===== src/sv/lspd_pkg.sv =====
// Shared types, constants and helper functions for the line sensor PD steering block.
package lspd_pkg;

  // Fixed field widths
  localparam int NUM_PORTS  = 8;
  localparam int THR_W      = 12;
  localparam int GAIN_W     = 7;
  localparam int DUTY_W     = 8;
  localparam int ERR_W      = 7;
  localparam int SUM_W      = 8;
  localparam int CNT_W      = 4;
  localparam int STEP_W     = 3;
  localparam int PD_W       = 17;
  localparam int CFG_IDX_W  = 2;
  localparam int CFG_DATA_W = 12;

  // One quotient bit is resolved per divide step
  localparam int DIV_STEPS = ERR_W;

  localparam logic [THR_W-1:0]  THRESHOLD_RESET = 12'd3200;
  localparam logic [GAIN_W-1:0] GAIN_LIMIT      = 7'd100;
  localparam logic [DUTY_W-1:0] DUTY_MAX        = 8'd255;

  // Register indexes of the configuration port
  localparam logic [CFG_IDX_W-1:0] REG_THRESHOLD  = 2'd0;
  localparam logic [CFG_IDX_W-1:0] REG_PROP_GAIN  = 2'd1;
  localparam logic [CFG_IDX_W-1:0] REG_DERIV_GAIN = 2'd2;
  localparam logic [CFG_IDX_W-1:0] REG_BASE_SPEED = 2'd3;

  typedef enum logic [2:0] {
    ST_IDLE,
    ST_SCAN,
    ST_DIV_INIT,
    ST_DIV,
    ST_ERR,
    ST_MUL_P,
    ST_MUL_D,
    ST_OUT
  } lspd_state_t;

  // Commands from the controller to the datapath
  typedef struct packed {
    logic              load;
    logic              scan;
    logic [STEP_W-1:0] idx;
    logic              div_init;
    logic              div_step;
    logic              err_sel;
    logic              mul_p;
    logic              mul_d;
    logic              out_load;
  } lspd_cmd_t;

  // Status from the datapath to the controller
  typedef struct packed {
    logic line_seen;
  } lspd_status_t;

  // Sensor position weights, leftmost to rightmost
  function automatic logic signed [SUM_W-1:0] sensor_weight(input logic [STEP_W-1:0] idx);
    logic signed [SUM_W-1:0] w;
    case (idx)
      3'd0:    w = -8'sd50;
      3'd1:    w = -8'sd20;
      3'd2:    w = -8'sd10;
      3'd3:    w = -8'sd5;
      3'd4:    w = 8'sd5;
      3'd5:    w = 8'sd10;
      3'd6:    w = 8'sd20;
      3'd7:    w = 8'sd50;
      default: w = 8'sd0;
    endcase
    return w;
  endfunction

  // Limit a gain or speed write to the legal range
  function automatic logic [GAIN_W-1:0] sat_gain(input logic [GAIN_W-1:0] v);
    return (v > GAIN_LIMIT) ? GAIN_LIMIT : v;
  endfunction

  // Clamp a signed duty sum to 0..255
  function automatic logic [DUTY_W-1:0] clamp_duty(input logic signed [PD_W-1:0] v);
    logic [DUTY_W-1:0] d;
    if (v < 0) begin
      d = '0;
    end else if (v > PD_W'(DUTY_MAX)) begin
      d = DUTY_MAX;
    end else begin
      d = v[DUTY_W-1:0];
    end
    return d;
  endfunction

endpackage


===== src/sv/line_sensor_pd_steering_top.sv =====
// Line sensor PD steering block: top level joining the controller and the datapath.
//
// Usage: each input word on in_* is one scan of eight reflectance samples; each
// result word on out_* carries the left and right duties, the line error used
// and a flag that some sensor saw the line. Both channels use valid/stall: a
// word moves at a clock edge with valid high and stall low.
// Configuration: cfg_we writes cfg_wdata to register cfg_index (0 threshold,
// 1 proportional gain, 2 derivative gain, 3 base speed). The user must write only
// while the block is idle; the block itself does not enforce this.
// Order of work: the word is captured, the sensors are scanned one per cycle,
// the seven-step divider runs (skipped when no sensor sees the line), then the
// error is selected, the P and D products are formed and the result loaded.
// in_stall is high for the whole time a word is being worked.
// Reset (rst_n low, synchronous) loads threshold 3200, clears gains, speed and
// the stored error, and empties the output register.
// A stalled result stays in the output register; the next word is still
// taken and worked, and waits in its final step until the register frees.
module line_sensor_pd_steering_top import lspd_pkg::*; #(
  parameter int NUM_SENSORS = 8,
  parameter int SAMPLE_BITS = 12
) (
  input  logic                    clk,
  input  logic                    rst_n,
  input  logic                    cfg_we,
  input  logic [CFG_IDX_W-1:0]    cfg_index,
  input  logic [CFG_DATA_W-1:0]   cfg_wdata,
  input  logic                    in_valid,
  output logic                    in_stall,
  input  logic [SAMPLE_BITS-1:0]  in_sample_0,
  input  logic [SAMPLE_BITS-1:0]  in_sample_1,
  input  logic [SAMPLE_BITS-1:0]  in_sample_2,
  input  logic [SAMPLE_BITS-1:0]  in_sample_3,
  input  logic [SAMPLE_BITS-1:0]  in_sample_4,
  input  logic [SAMPLE_BITS-1:0]  in_sample_5,
  input  logic [SAMPLE_BITS-1:0]  in_sample_6,
  input  logic [SAMPLE_BITS-1:0]  in_sample_7,
  output logic                    out_valid,
  input  logic                    out_stall,
  output logic [DUTY_W-1:0]       out_left_duty,
  output logic [DUTY_W-1:0]       out_right_duty,
  output logic signed [ERR_W-1:0] out_line_error,
  output logic                    out_line_seen
);

  lspd_cmd_t    cmd;
  lspd_status_t status;

  lspd_ctrl #(
    .NUM_SENSORS(NUM_SENSORS)
  ) u_ctrl (
    .clk      (clk),
    .rst_n    (rst_n),
    .in_valid (in_valid),
    .in_stall (in_stall),
    .out_valid(out_valid),
    .out_stall(out_stall),
    .status   (status),
    .cmd      (cmd)
  );

  lspd_datapath #(
    .NUM_SENSORS(NUM_SENSORS),
    .SAMPLE_BITS(SAMPLE_BITS)
  ) u_datapath (
    .clk           (clk),
    .rst_n         (rst_n),
    .cfg_we        (cfg_we),
    .cfg_index     (cfg_index),
    .cfg_wdata     (cfg_wdata),
    .in_sample_0   (in_sample_0),
    .in_sample_1   (in_sample_1),
    .in_sample_2   (in_sample_2),
    .in_sample_3   (in_sample_3),
    .in_sample_4   (in_sample_4),
    .in_sample_5   (in_sample_5),
    .in_sample_6   (in_sample_6),
    .in_sample_7   (in_sample_7),
    .cmd           (cmd),
    .status        (status),
    .out_left_duty (out_left_duty),
    .out_right_duty(out_right_duty),
    .out_line_error(out_line_error),
    .out_line_seen (out_line_seen)
  );

  // A taken input word blocks the next one until its work is done
  assert property (@(posedge clk) disable iff (!rst_n)
    (in_valid && !in_stall) |=> in_stall)
    else $error("input accepted back to back while busy");

  // The output word only appears after an output load
  assert property (@(posedge clk) disable iff (!rst_n)
    $rose(out_valid) |-> $past(cmd.out_load))
    else $error("output valid without a load");

  // Never overwrite a result that is still waiting
  assert property (@(posedge clk) disable iff (!rst_n)
    cmd.out_load |-> !(out_valid && out_stall))
    else $error("pending result overwritten");

  // At most one datapath step per cycle
  assert property (@(posedge clk) disable iff (!rst_n)
    $onehot0({cmd.load, cmd.scan, cmd.div_init, cmd.div_step, cmd.err_sel,
              cmd.mul_p, cmd.mul_d, cmd.out_load}))
    else $error("conflicting datapath commands");

endmodule


===== src/sv/lspd_ctrl.sv =====
// Sequencing controller: walks one scan through compare, divide, PD and output load.
module lspd_ctrl import lspd_pkg::*; #(
  parameter int NUM_SENSORS = 8
) (
  input  logic         clk,
  input  logic         rst_n,
  input  logic         in_valid,
  output logic         in_stall,
  output logic         out_valid,
  input  logic         out_stall,
  input  lspd_status_t status,
  output lspd_cmd_t    cmd
);

  localparam int NUM_USED = (NUM_SENSORS < NUM_PORTS) ? NUM_SENSORS : NUM_PORTS;
  localparam logic [STEP_W-1:0] LAST_IDX  = STEP_W'(NUM_USED - 1);
  localparam logic [STEP_W-1:0] LAST_STEP = STEP_W'(DIV_STEPS - 1);

  lspd_state_t       state_r, state_nxt;
  logic [STEP_W-1:0] cnt_r, cnt_nxt;
  logic              out_valid_r, out_valid_nxt;

  // State, step counter and output valid registers
  always_ff @(posedge clk) begin
    if (!rst_n) begin
      state_r     <= ST_IDLE;
      cnt_r       <= '0;
      out_valid_r <= 1'b0;
    end else begin
      state_r     <= state_nxt;
      cnt_r       <= cnt_nxt;
      out_valid_r <= out_valid_nxt;
    end
  end

  // Next state and commands
  always_comb begin
    state_nxt = state_r;
    cnt_nxt   = cnt_r;
    cmd       = '0;
    cmd.idx   = cnt_r;
    case (state_r)
      ST_IDLE: begin
        if (in_valid) begin
          cmd.load  = 1'b1;
          cnt_nxt   = '0;
          state_nxt = ST_SCAN;
        end
      end
      ST_SCAN: begin
        cmd.scan = 1'b1;
        if (cnt_r == LAST_IDX) begin
          state_nxt = ST_DIV_INIT;
        end else begin
          cnt_nxt = cnt_r + 1'b1;
        end
      end
      ST_DIV_INIT: begin
        // skip the divide when no sensor saw the line
        if (status.line_seen) begin
          cmd.div_init = 1'b1;
          cnt_nxt      = '0;
          state_nxt    = ST_DIV;
        end else begin
          state_nxt = ST_ERR;
        end
      end
      ST_DIV: begin
        cmd.div_step = 1'b1;
        if (cnt_r == LAST_STEP) begin
          state_nxt = ST_ERR;
        end else begin
          cnt_nxt = cnt_r + 1'b1;
        end
      end
      ST_ERR: begin
        cmd.err_sel = 1'b1;
        state_nxt   = ST_MUL_P;
      end
      ST_MUL_P: begin
        cmd.mul_p = 1'b1;
        state_nxt = ST_MUL_D;
      end
      ST_MUL_D: begin
        cmd.mul_d = 1'b1;
        state_nxt = ST_OUT;
      end
      ST_OUT: begin
        // hold until the output register is free
        if (!out_valid_r || !out_stall) begin
          cmd.out_load = 1'b1;
          state_nxt    = ST_IDLE;
        end
      end
      default: begin
        state_nxt = ST_IDLE;
      end
    endcase
  end

  // Output word valid: set on load, drop when taken
  always_comb begin
    if (cmd.out_load) begin
      out_valid_nxt = 1'b1;
    end else if (!out_stall) begin
      out_valid_nxt = 1'b0;
    end else begin
      out_valid_nxt = out_valid_r;
    end
  end

  assign in_stall  = (state_r != ST_IDLE);
  assign out_valid = out_valid_r;

endmodule


===== src/sv/lspd_datapath.sv =====
// Datapath: config registers, sensor scan, serial divider, PD multiply and clamped outputs.
module lspd_datapath import lspd_pkg::*; #(
  parameter int NUM_SENSORS = 8,
  parameter int SAMPLE_BITS = 12
) (
  input  logic                         clk,
  input  logic                         rst_n,
  input  logic                         cfg_we,
  input  logic [CFG_IDX_W-1:0]         cfg_index,
  input  logic [CFG_DATA_W-1:0]        cfg_wdata,
  input  logic [SAMPLE_BITS-1:0]       in_sample_0,
  input  logic [SAMPLE_BITS-1:0]       in_sample_1,
  input  logic [SAMPLE_BITS-1:0]       in_sample_2,
  input  logic [SAMPLE_BITS-1:0]       in_sample_3,
  input  logic [SAMPLE_BITS-1:0]       in_sample_4,
  input  logic [SAMPLE_BITS-1:0]       in_sample_5,
  input  logic [SAMPLE_BITS-1:0]       in_sample_6,
  input  logic [SAMPLE_BITS-1:0]       in_sample_7,
  input  lspd_cmd_t                    cmd,
  output lspd_status_t                 status,
  output logic [DUTY_W-1:0]            out_left_duty,
  output logic [DUTY_W-1:0]            out_right_duty,
  output logic signed [ERR_W-1:0]      out_line_error,
  output logic                         out_line_seen
);

  localparam int NUM_USED = (NUM_SENSORS < NUM_PORTS) ? NUM_SENSORS : NUM_PORTS;
  localparam int IDX_W    = (NUM_USED > 1) ? $clog2(NUM_USED) : 1;
  localparam int CMP_W    = (SAMPLE_BITS > THR_W) ? SAMPLE_BITS : THR_W;

  logic [THR_W-1:0]         thr_r;
  logic [GAIN_W-1:0]        kp_r;
  logic [GAIN_W-1:0]        kd_r;
  logic [GAIN_W-1:0]        base_r;

  logic [SAMPLE_BITS-1:0]   in_arr   [NUM_PORTS];
  logic [SAMPLE_BITS-1:0]   sample_r [NUM_USED];
  logic [SAMPLE_BITS-1:0]   cur_sample;
  logic                     hit;
  logic signed [SUM_W-1:0]  weight;
  logic signed [SUM_W-1:0]  sum_r;
  logic [CNT_W-1:0]         count_r;

  logic signed [SUM_W-1:0]  sum_abs;
  logic                     neg_r;
  logic [ERR_W-1:0]         q_r, q_nxt;
  logic [CNT_W-1:0]         rem_r, rem_nxt;
  logic [CNT_W:0]           trial;
  logic                     trial_ge;

  logic signed [ERR_W-1:0]  quo_s;
  logic signed [ERR_W-1:0]  err_r;
  logic signed [ERR_W-1:0]  prev_error_r;
  logic signed [PD_W-1:0]   kp_ext, kd_ext, base_ext, err_ext, diff_ext;
  logic signed [PD_W-1:0]   prod_p_r;
  logic signed [PD_W-1:0]   pd_r;
  logic signed [PD_W-1:0]   left_sum, right_sum;

  // Configuration registers, gains and speed saturated on write
  always_ff @(posedge clk) begin
    if (!rst_n) begin
      thr_r  <= THRESHOLD_RESET;
      kp_r   <= '0;
      kd_r   <= '0;
      base_r <= '0;
    end else if (cfg_we) begin
      case (cfg_index)
        REG_THRESHOLD:  thr_r  <= cfg_wdata[THR_W-1:0];
        REG_PROP_GAIN:  kp_r   <= sat_gain(cfg_wdata[GAIN_W-1:0]);
        REG_DERIV_GAIN: kd_r   <= sat_gain(cfg_wdata[GAIN_W-1:0]);
        REG_BASE_SPEED: base_r <= sat_gain(cfg_wdata[GAIN_W-1:0]);
        default: ;
      endcase
    end
  end

  assign in_arr[0] = in_sample_0;
  assign in_arr[1] = in_sample_1;
  assign in_arr[2] = in_sample_2;
  assign in_arr[3] = in_sample_3;
  assign in_arr[4] = in_sample_4;
  assign in_arr[5] = in_sample_5;
  assign in_arr[6] = in_sample_6;
  assign in_arr[7] = in_sample_7;

  // Capture the scan when the word is accepted
  always_ff @(posedge clk) begin
    if (cmd.load) begin
      for (int i = 0; i < NUM_USED; i++) begin
        sample_r[i] <= in_arr[i];
      end
    end
  end

  // One sensor per scan step: compare and accumulate
  assign cur_sample = sample_r[cmd.idx[IDX_W-1:0]];
  assign hit        = CMP_W'(cur_sample) > CMP_W'(thr_r);
  assign weight     = sensor_weight(cmd.idx);

  always_ff @(posedge clk) begin
    if (cmd.load) begin
      sum_r   <= '0;
      count_r <= '0;
    end else if (cmd.scan && hit) begin
      sum_r   <= sum_r + weight;
      count_r <= count_r + 1'b1;
    end
  end

  assign status.line_seen = (count_r != '0);

  // Restoring divide of |sum| by count, one quotient bit per step
  assign sum_abs  = sum_r[SUM_W-1] ? -sum_r : sum_r;
  assign trial    = {rem_r, q_r[ERR_W-1]};
  assign trial_ge = trial >= {1'b0, count_r};

  always_comb begin
    q_nxt   = {q_r[ERR_W-2:0], trial_ge};
    rem_nxt = trial_ge ? CNT_W'(trial - {1'b0, count_r}) : trial[CNT_W-1:0];
  end

  always_ff @(posedge clk) begin
    if (cmd.div_init) begin
      neg_r <= sum_r[SUM_W-1];
      q_r   <= sum_abs[ERR_W-1:0];
      rem_r <= '0;
    end else if (cmd.div_step) begin
      q_r   <= q_nxt;
      rem_r <= rem_nxt;
    end
  end

  // Signed quotient truncates toward zero; hold the old error when blind
  assign quo_s = neg_r ? -$signed(q_r) : $signed(q_r);

  always_ff @(posedge clk) begin
    if (cmd.err_sel) begin
      err_r <= status.line_seen ? quo_s : prev_error_r;
    end
  end

  // PD term: P product registered first, then P plus D product
  assign kp_ext   = PD_W'($signed({1'b0, kp_r}));
  assign kd_ext   = PD_W'($signed({1'b0, kd_r}));
  assign base_ext = PD_W'($signed({1'b0, base_r}));
  assign err_ext  = PD_W'(err_r);
  assign diff_ext = err_ext - PD_W'(prev_error_r);

  always_ff @(posedge clk) begin
    if (cmd.mul_p) begin
      prod_p_r <= kp_ext * err_ext;
    end
    if (cmd.mul_d) begin
      pd_r <= prod_p_r + kd_ext * diff_ext;
    end
  end

  // Duties and output word
  assign left_sum  = base_ext + pd_r;
  assign right_sum = base_ext - pd_r;

  always_ff @(posedge clk) begin
    if (cmd.out_load) begin
      out_left_duty  <= clamp_duty(left_sum);
      out_right_duty <= clamp_duty(right_sum);
      out_line_error <= err_r;
      out_line_seen  <= status.line_seen;
    end
  end

  // Error history
  always_ff @(posedge clk) begin
    if (!rst_n) begin
      prev_error_r <= '0;
    end else if (cmd.out_load) begin
      prev_error_r <= err_r;
    end
  end

endmodule

===== config.mk =====
export PLATFORM = sky130hd
export DESIGN_NAME = line_sensor_pd_steering_top
export DESIGN_NICKNAME = d
export VERILOG_FILES = /design/src/sv/lspd_pkg.sv /design/src/sv/line_sensor_pd_steering_top.sv /design/src/sv/lspd_ctrl.sv /design/src/sv/lspd_datapath.sv
export SDC_FILE = /design/constraint.sdc
export NUM_CORES = 1
export LEC_CHECK = 0
export ABC_AREA = 1
export CORE_MARGIN = 4
export CORE_UTILIZATION = 45
export DETAILED_ROUTE_END_ITERATION = 6
export DONT_BUFFER_PORTS = 1
export GPL_ROUTABILITY_DRIVEN = 0
export SLEW_MARGIN = 20
export SYNTH_ARGS = -nofsm -noshare
export SYNTH_HDL_FRONTEND = slang
export SYNTH_SLANG_ARGS = --single-unit

===== constraint.sdc =====
create_clock -name clk -period 11.2 [get_ports clk]
set_clock_uncertainty 0.05 [all_clocks]
set_input_delay 0.56 -clock clk [delete_from_list [all_inputs] [get_ports clk]]
set_output_delay 0.56 -clock clk [all_outputs]
set_load 0.05 [all_outputs]

# Yosys cells after proc, flatten, opt, wreduce, memory -nomap -nowiden
# Memory sizes are Yosys's and may differ from the RTL's. A register that Yosys moved wholly into a read port is not among the register bits.
# Cells that the tools add are included.
[word_totals] reg_bits=136 mem_bits_rw=96 rom_bits=64 inputBits=115 n_memories=2
[mem_list] memory="u_datapath.sample_r" words=8 width=12 rd=1 rd_ports_with_merged_regs=1 write_ports=8 line="lspd_datapath.sv:37" rtl="logic [SAMPLE_BITS-1:0] sample_r [NUM_USED];"
[mem_list] memory="(name not given)" words=8 width=8 rd=1 rd_ports_with_merged_regs=1 write_ports=0 line="lspd_pkg.sv:62" rtl="case (idx)"
[op_classes] add_sub_neg=10 mul=2 magnitude_cmp=7 eq_ne=20 mux=39 n_reduce_logical=16
[ops] operator="7-bit 2-to-1 mux" n=6
[ops] operator="3-bit 2-to-1 mux" n=13
[ops] operator="17-bit by 8-bit greater-than comparator with 1-bit output, second input constant" n=2
[ops] operator="17-bit by 1-bit < comparator with 1-bit output, second input constant" n=2
[ops] operator="3-bit case mux with 8 select lines" n=1
[ops] operator="3-bit == test, second input constant" n=6
[ops] operator="17-bit adder" n=1
[ops] operator="8-bit by 17-bit adder with 17-bit output" n=1
[ops] operator="8-bit by 17-bit multiplier with 17-bit output" n=1
[ops] operator="8-bit by 17-bit subtractor with 17-bit output" n=1
[ops] operator="8-bit 2-to-1 mux" n=2
[ops] operator="8-bit by 7-bit multiplier with 15-bit output" n=1
[ops] operator="1-bit 2-to-1 mux" n=15
[ops] operator="7-bit negation" n=2
[ops] operator="12-bit greater-than comparator" n=1
[ops] operator="3-bit case mux with 4 select lines" n=1
[ops] operator="2-bit by 1-bit != test with 1-bit output, second input constant" n=5
[ops] operator="8-bit adder" n=1
[ops] operator="2-bit AND reduction" n=4
[ops] operator="4-bit nonzero test" n=2
[ops] operator="7-bit by 7-bit subtractor with 8-bit output" n=1
[ops] operator="7-bit greater-than comparator, second input constant" n=1
[ops] operator="3-bit by 2-bit == test with 1-bit output, second input constant" n=2
[ops] operator="2-bit != test, second input constant" n=3
[ops] operator="17 further kinds" n=19

# Longest topological paths before layout
[depth] ltp_word=5 mapped_depth=31

# Hierarchy
# From an unflattened synthesis, not the netlist that was laid out.
[hier_totals] hier_cells=1680 hier_area_um2=15308.4
[by_module_without_submodules] mod="lspd_datapath" instances=1 cells_per_inst=1599 area_per_inst_um2=14813.0 seq_area_each_um2=6135.9
[by_module_without_submodules] mod="lspd_ctrl" instances=1 cells_per_inst=81 area_per_inst_um2=495.5 seq_area_each_um2=140.1

# Least setup slack after synthesis
# OpenSTA, ideal clock, no wires.
[synth_path] kind="register -> register" from="reg u_ctrl.state_r[0]" to="reg u_datapath.count_r[0]" t_arrival_ns=6.083 required_time_ns=11.024 setup_slack_ns=4.941 stages_incl_launch_ff=8 period_less_slack_ns=6.259 path_cell_list="dfxtp_1 or2_1 nor2_2 inv_1 nor2_1 inv_1 o21ai_0 a21oi_1"
[synth_lines] item="start, declared" line="lspd_ctrl.sv:19" rtl="lspd_state_t state_r, state_nxt;"
[synth_lines] item="start signal, assigned" line="lspd_ctrl.sv:30" rtl="state_r <= state_nxt;"
[synth_lines] item="end signal, assigned" line="lspd_datapath.sv:106" rtl="count_r <= count_r + 1'b1;"
[synth_lines] item="end, declared" line="lspd_datapath.sv:42" rtl="logic [CNT_W-1:0] count_r;"

# Final worst setup path
[layout_path] from="reg u_datapath.err_r[4]" to="reg u_datapath.pd_r[16] (data pin)"
[layout_between] elab_chain_len=3
[layout_rtl] item="start, declared" line="lspd_datapath.sv:52" rtl="logic signed [ERR_W-1:0] err_r;"
[layout_rtl] item="start signal, assigned" line="lspd_datapath.sv:138" rtl="err_r <= status.line_seen ? quo_s : prev_error_r;"
[layout_rtl] item="7-bit by 7-bit subtractor with 8-bit output" line="lspd_datapath.sv:147" rtl="assign diff_ext = err_ext - PD_W'(prev_error_r);"
[layout_rtl] item="8-bit by 17-bit multiplier with 17-bit output" line="lspd_datapath.sv:154" rtl="pd_r <= prod_p_r + kd_ext * diff_ext;"
[layout_rtl] item="17-bit adder" line="lspd_datapath.sv:154"
[layout_rtl] item="end signal, assigned" line="lspd_datapath.sv:154"
[layout_rtl] item="end, declared" line="lspd_datapath.sv:56" rtl="logic signed [PD_W-1:0] pd_r;"
# No other way between the ends.
# A chain may end at the register's enable or synchronous reset.

==> impl_metrics.json <==
{
  "status": "finished clean",
  "post_cts_buffers": 0,
  "dieWidth_microns": 197,
  "clk_pin_slew_ns": 0.06,
  "leakage_nw": 8.11,
  "design_area_sq_um": 17500,
  "slowest_stage": "nor2_1",
  "io_pins": 141,
  "cts_buffers": 27,
  "min_period_ns": 6.16,
  "synth_seq_cells": 239,
  "wl_per_cell_microns": 16.2,
  "clockBufferDepth": 3,
  "async_flop_share": 0,
  "cp.arrival_ns": 6.43,
  "layout_common_cells": "inv_1, nand2_1, nor2_1",
  "cp-end-kind": "flop",
  "fill_cells": 3269,
  "cts_tree": "built",
  "synth_area_sq_um": 16100,
  "via_per_inst": 5.09,
  "drive_above_1_share": 0.0557,
  "seqCellArea_sq_um": 6460,
  "clkLatencyLatePin_ns": 0.57,
  "fin_crit_sh": 0.550,
  "grt_max_degree": 50,
  "irDropWorstVdd_mv": 0.164,
  "portBuffers": 0,
  "grt_pass1_wl_microns": 59800,
  "antenna_found_initial": 5,
  "synthesis.nets": 2134,
  "ant_nets": 0,
  "post-layout-total-power_mw": 3.43,
  "dp_slack_ns": 5.02,
  "area_delta_synth_final_pct": 8.71,
  "start_util": 0.460,
  "drv_slew": 0,
  "vias": 11500,
  "cpPeakStageDelay_ns": 0.56,
  "max-cap-violations": 0,
  "final_common_cell": "inv_1",
  "start_kind": "flop",
  "dieArea_sq_um": 38800,
  "dp_hpwl_microns": 28700,
  "critical_path_peak_fanout": 10,
  "crit_chain": "ha_1, a21oi_1, o311ai_0, or2_2, nand2_1, nor2_1, inv_1, fa_1, inv_1, fa_1, fa_1, inv_1, fa_1, inv_1, ha_1, a21oi_1, o21a_1, nand2_1, a21oi_1, o21ai_0, xor2_1",
  "multi_input_area_sq_um": 8120,
  "crit_type": "flop to flop",
  "core-area_sq_um": 34900,
  "power_density_nw_per_um2": 197,
  "h-tree-depth": 1,
  "cp.required_ns": 11.47,
  "rsz0062_at_grt": "false",
  "cts_hold_buf": 0,
  "setup_viol": 0,
  "fmax_mhz": 162,
  "worst_slack_ns": 5.04,
  "syn_inst": 1797,
  "synth_edf_count": 167,
  "ys_warn_count": 0,
  "drc": 0,
  "ys_types": 48,
  "fin_setup_tns_ns": 0,
  "first_pass_iters": 5,
  "cts_sinks": 239,
  "fin_cells": 2269,
  "fp-row-count": 68,
  "die_y_microns": 197,
  "synth.avg_cell_area_sq_um": 8.93,
  "dpl_cell_area_sq_um": 16500,
  "finalHoldViolations": 0,
  "grt_pass1_vias": 11700,
  "ctsResizeCount": 0,
  "track_usage": 0.191,
  "worstHoldPathType": "input pin to flop",
  "worstMarginPinSlew_ns": 1.04,
  "first_iter_violations": 663,
  "dp.cells": 2218,
  "slew_headroom": 0.306,
  "ys_seq_area_frac": 0.402,
  "cts-root-buf": "clkbuf_16",
  "layout.nets": 2129,
  "wirelength_microns": 36700,
  "gr-total-overflow": 0,
  "ys.flop_type": "edfxtp_1"
}
[registers in the layout (all words and copies together) (netlist names), named ones only]
| register | cells |
|---|---|
| u_datapath.q_r | 7 |
| u_datapath.err_r | 7 |
| u_datapath.rem_r | 4 |
| u_datapath.weight | 7 |
| u_ctrl.out_valid | 1 |
| u_datapath.prev_error_r | 7 |
| u_datapath.prod_p_r | 15 |
| u_datapath.out_right_duty | 8 |
| u_datapath.kp_r | 7 |
| u_ctrl.cnt_r | 3 |
| u_datapath.out_line_error | 7 |
| u_datapath.out_left_duty | 8 |
| u_datapath.count_r | 4 |
| u_datapath.base_r | 7 |
| u_datapath.thr_r | 12 |
| u_datapath.sample_r | 96 |
| u_datapath.pd_r | 17 |
| u_datapath.sum_r | 8 |
| u_datapath.neg_r | 1 |
| u_ctrl.state_r | 3 |
| u_datapath.kd_r | 7 |
| u_datapath.out_line_seen | 1 |
[path summary, 6_finish.rpt]
kind	start	endpoint	slack, ns	depth (start not counted)
max	u_datapath.err_r[4]	u_datapath.pd_r[16]	5.04	21
min	in_sample_3[11]	u_datapath.sample_r[3][11]	0.04	0
max reg2reg	u_datapath.err_r[4]	u_datapath.pd_r[16]	5.04	21
min reg2reg	u_datapath.thr_r[4]	u_datapath.thr_r[4]	0.41	2
[worst max-delay path: cells and delay by family, from the launching register on]
kind	cells	cell delay, ns
fa+ha+maj	6	2.78
compound gates	6	1.14
simple gates	4	0.94
flops	1	0.55
buf+inv	4	0.28
xor+xnor	1	0.15
[final cells by class]
class,count,area share
antenna,1,0.000143
clock buffer,36,0.0453
clock inverter,14,0.00781
inverter,352,0.0757
multi-input combinational,1164,0.465
sequential,239,0.370
tap,455,0.0326
timing repair buffer,8,0.00344
[kinds of logic (layout without fill, tap and decap cells)]
family	count (synthesis)	after routing	synth area share
other	0	1	0
buffers and inverters	394	410	0.0930
AND/OR/NAND/NOR	587	587	0.154
XOR/XNOR	65	65	0.0359
flip-flops	239	239	0.402
AO/OA/AOI/OAI	290	290	0.0980
adder cells (fa/ha/maj)	222	222	0.217
[stage by stage]
| step | utilization | hold WS, ns |
|---|---|---|
| global placement | 0.474 | 0.398 |
| CTS | 0.500 | 0.0156 |
| floorplan | - | 0.374 |
| finish | 0.500 | 0.0431 |
| global route | 0.500 | 0.0125 |
| detailed placement | 0.474 | 0.407 |
[power breakdown]
part           switching (mW)  leakage (nW)  internal [mW]
clock network           0.375         0.456          0.527
registers              0.0998          2.14           1.17
logic                   0.820          5.52          0.436
[routing by layer]
metal  wire length (microns)  up-vias  GRT usage
met5                      39        -          0
met4                    1370        6     0.0673
met3                    2180       74     0.0400
met2                   17300      285      0.322
met1                   15800     5412      0.246
li1                        -     5765          -
[cells in the mapped netlist (all sizes together), types with 3 or more instances]
| master | count | area share |
|---|---|---|
| o22ai | 12 | 0.0047 |
| xnor2 | 12 | 0.0065 |
| nand3 | 59 | 0.020 |
| a21o | 3 | 0.0014 |
| dfxtp | 72 | 0.090 |
| o21ai | 134 | 0.042 |
| o21bai | 4 | 0.0019 |
| or2 | 9 | 0.0035 |
| fa | 94 | 0.12 |
| nand4 | 9 | 0.0035 |
| nand3b | 3 | 0.0014 |
| a31oi | 12 | 0.0047 |
| ha | 128 | 0.10 |
| clkbuf | 37 | 0.0087 |
| nor2 | 184 | 0.046 |
| nand2 | 306 | 0.073 |
| o211ai | 9 | 0.0042 |
| edfxtp | 167 | 0.31 |
| o21a | 3 | 0.0014 |
| inv | 350 | 0.082 |
| xor2 | 53 | 0.029 |
| a21oi | 104 | 0.033 |
| nor3 | 14 | 0.0050 |
| buf | 5 | 0.0021 |
Power figures use the tool's default switching activity.
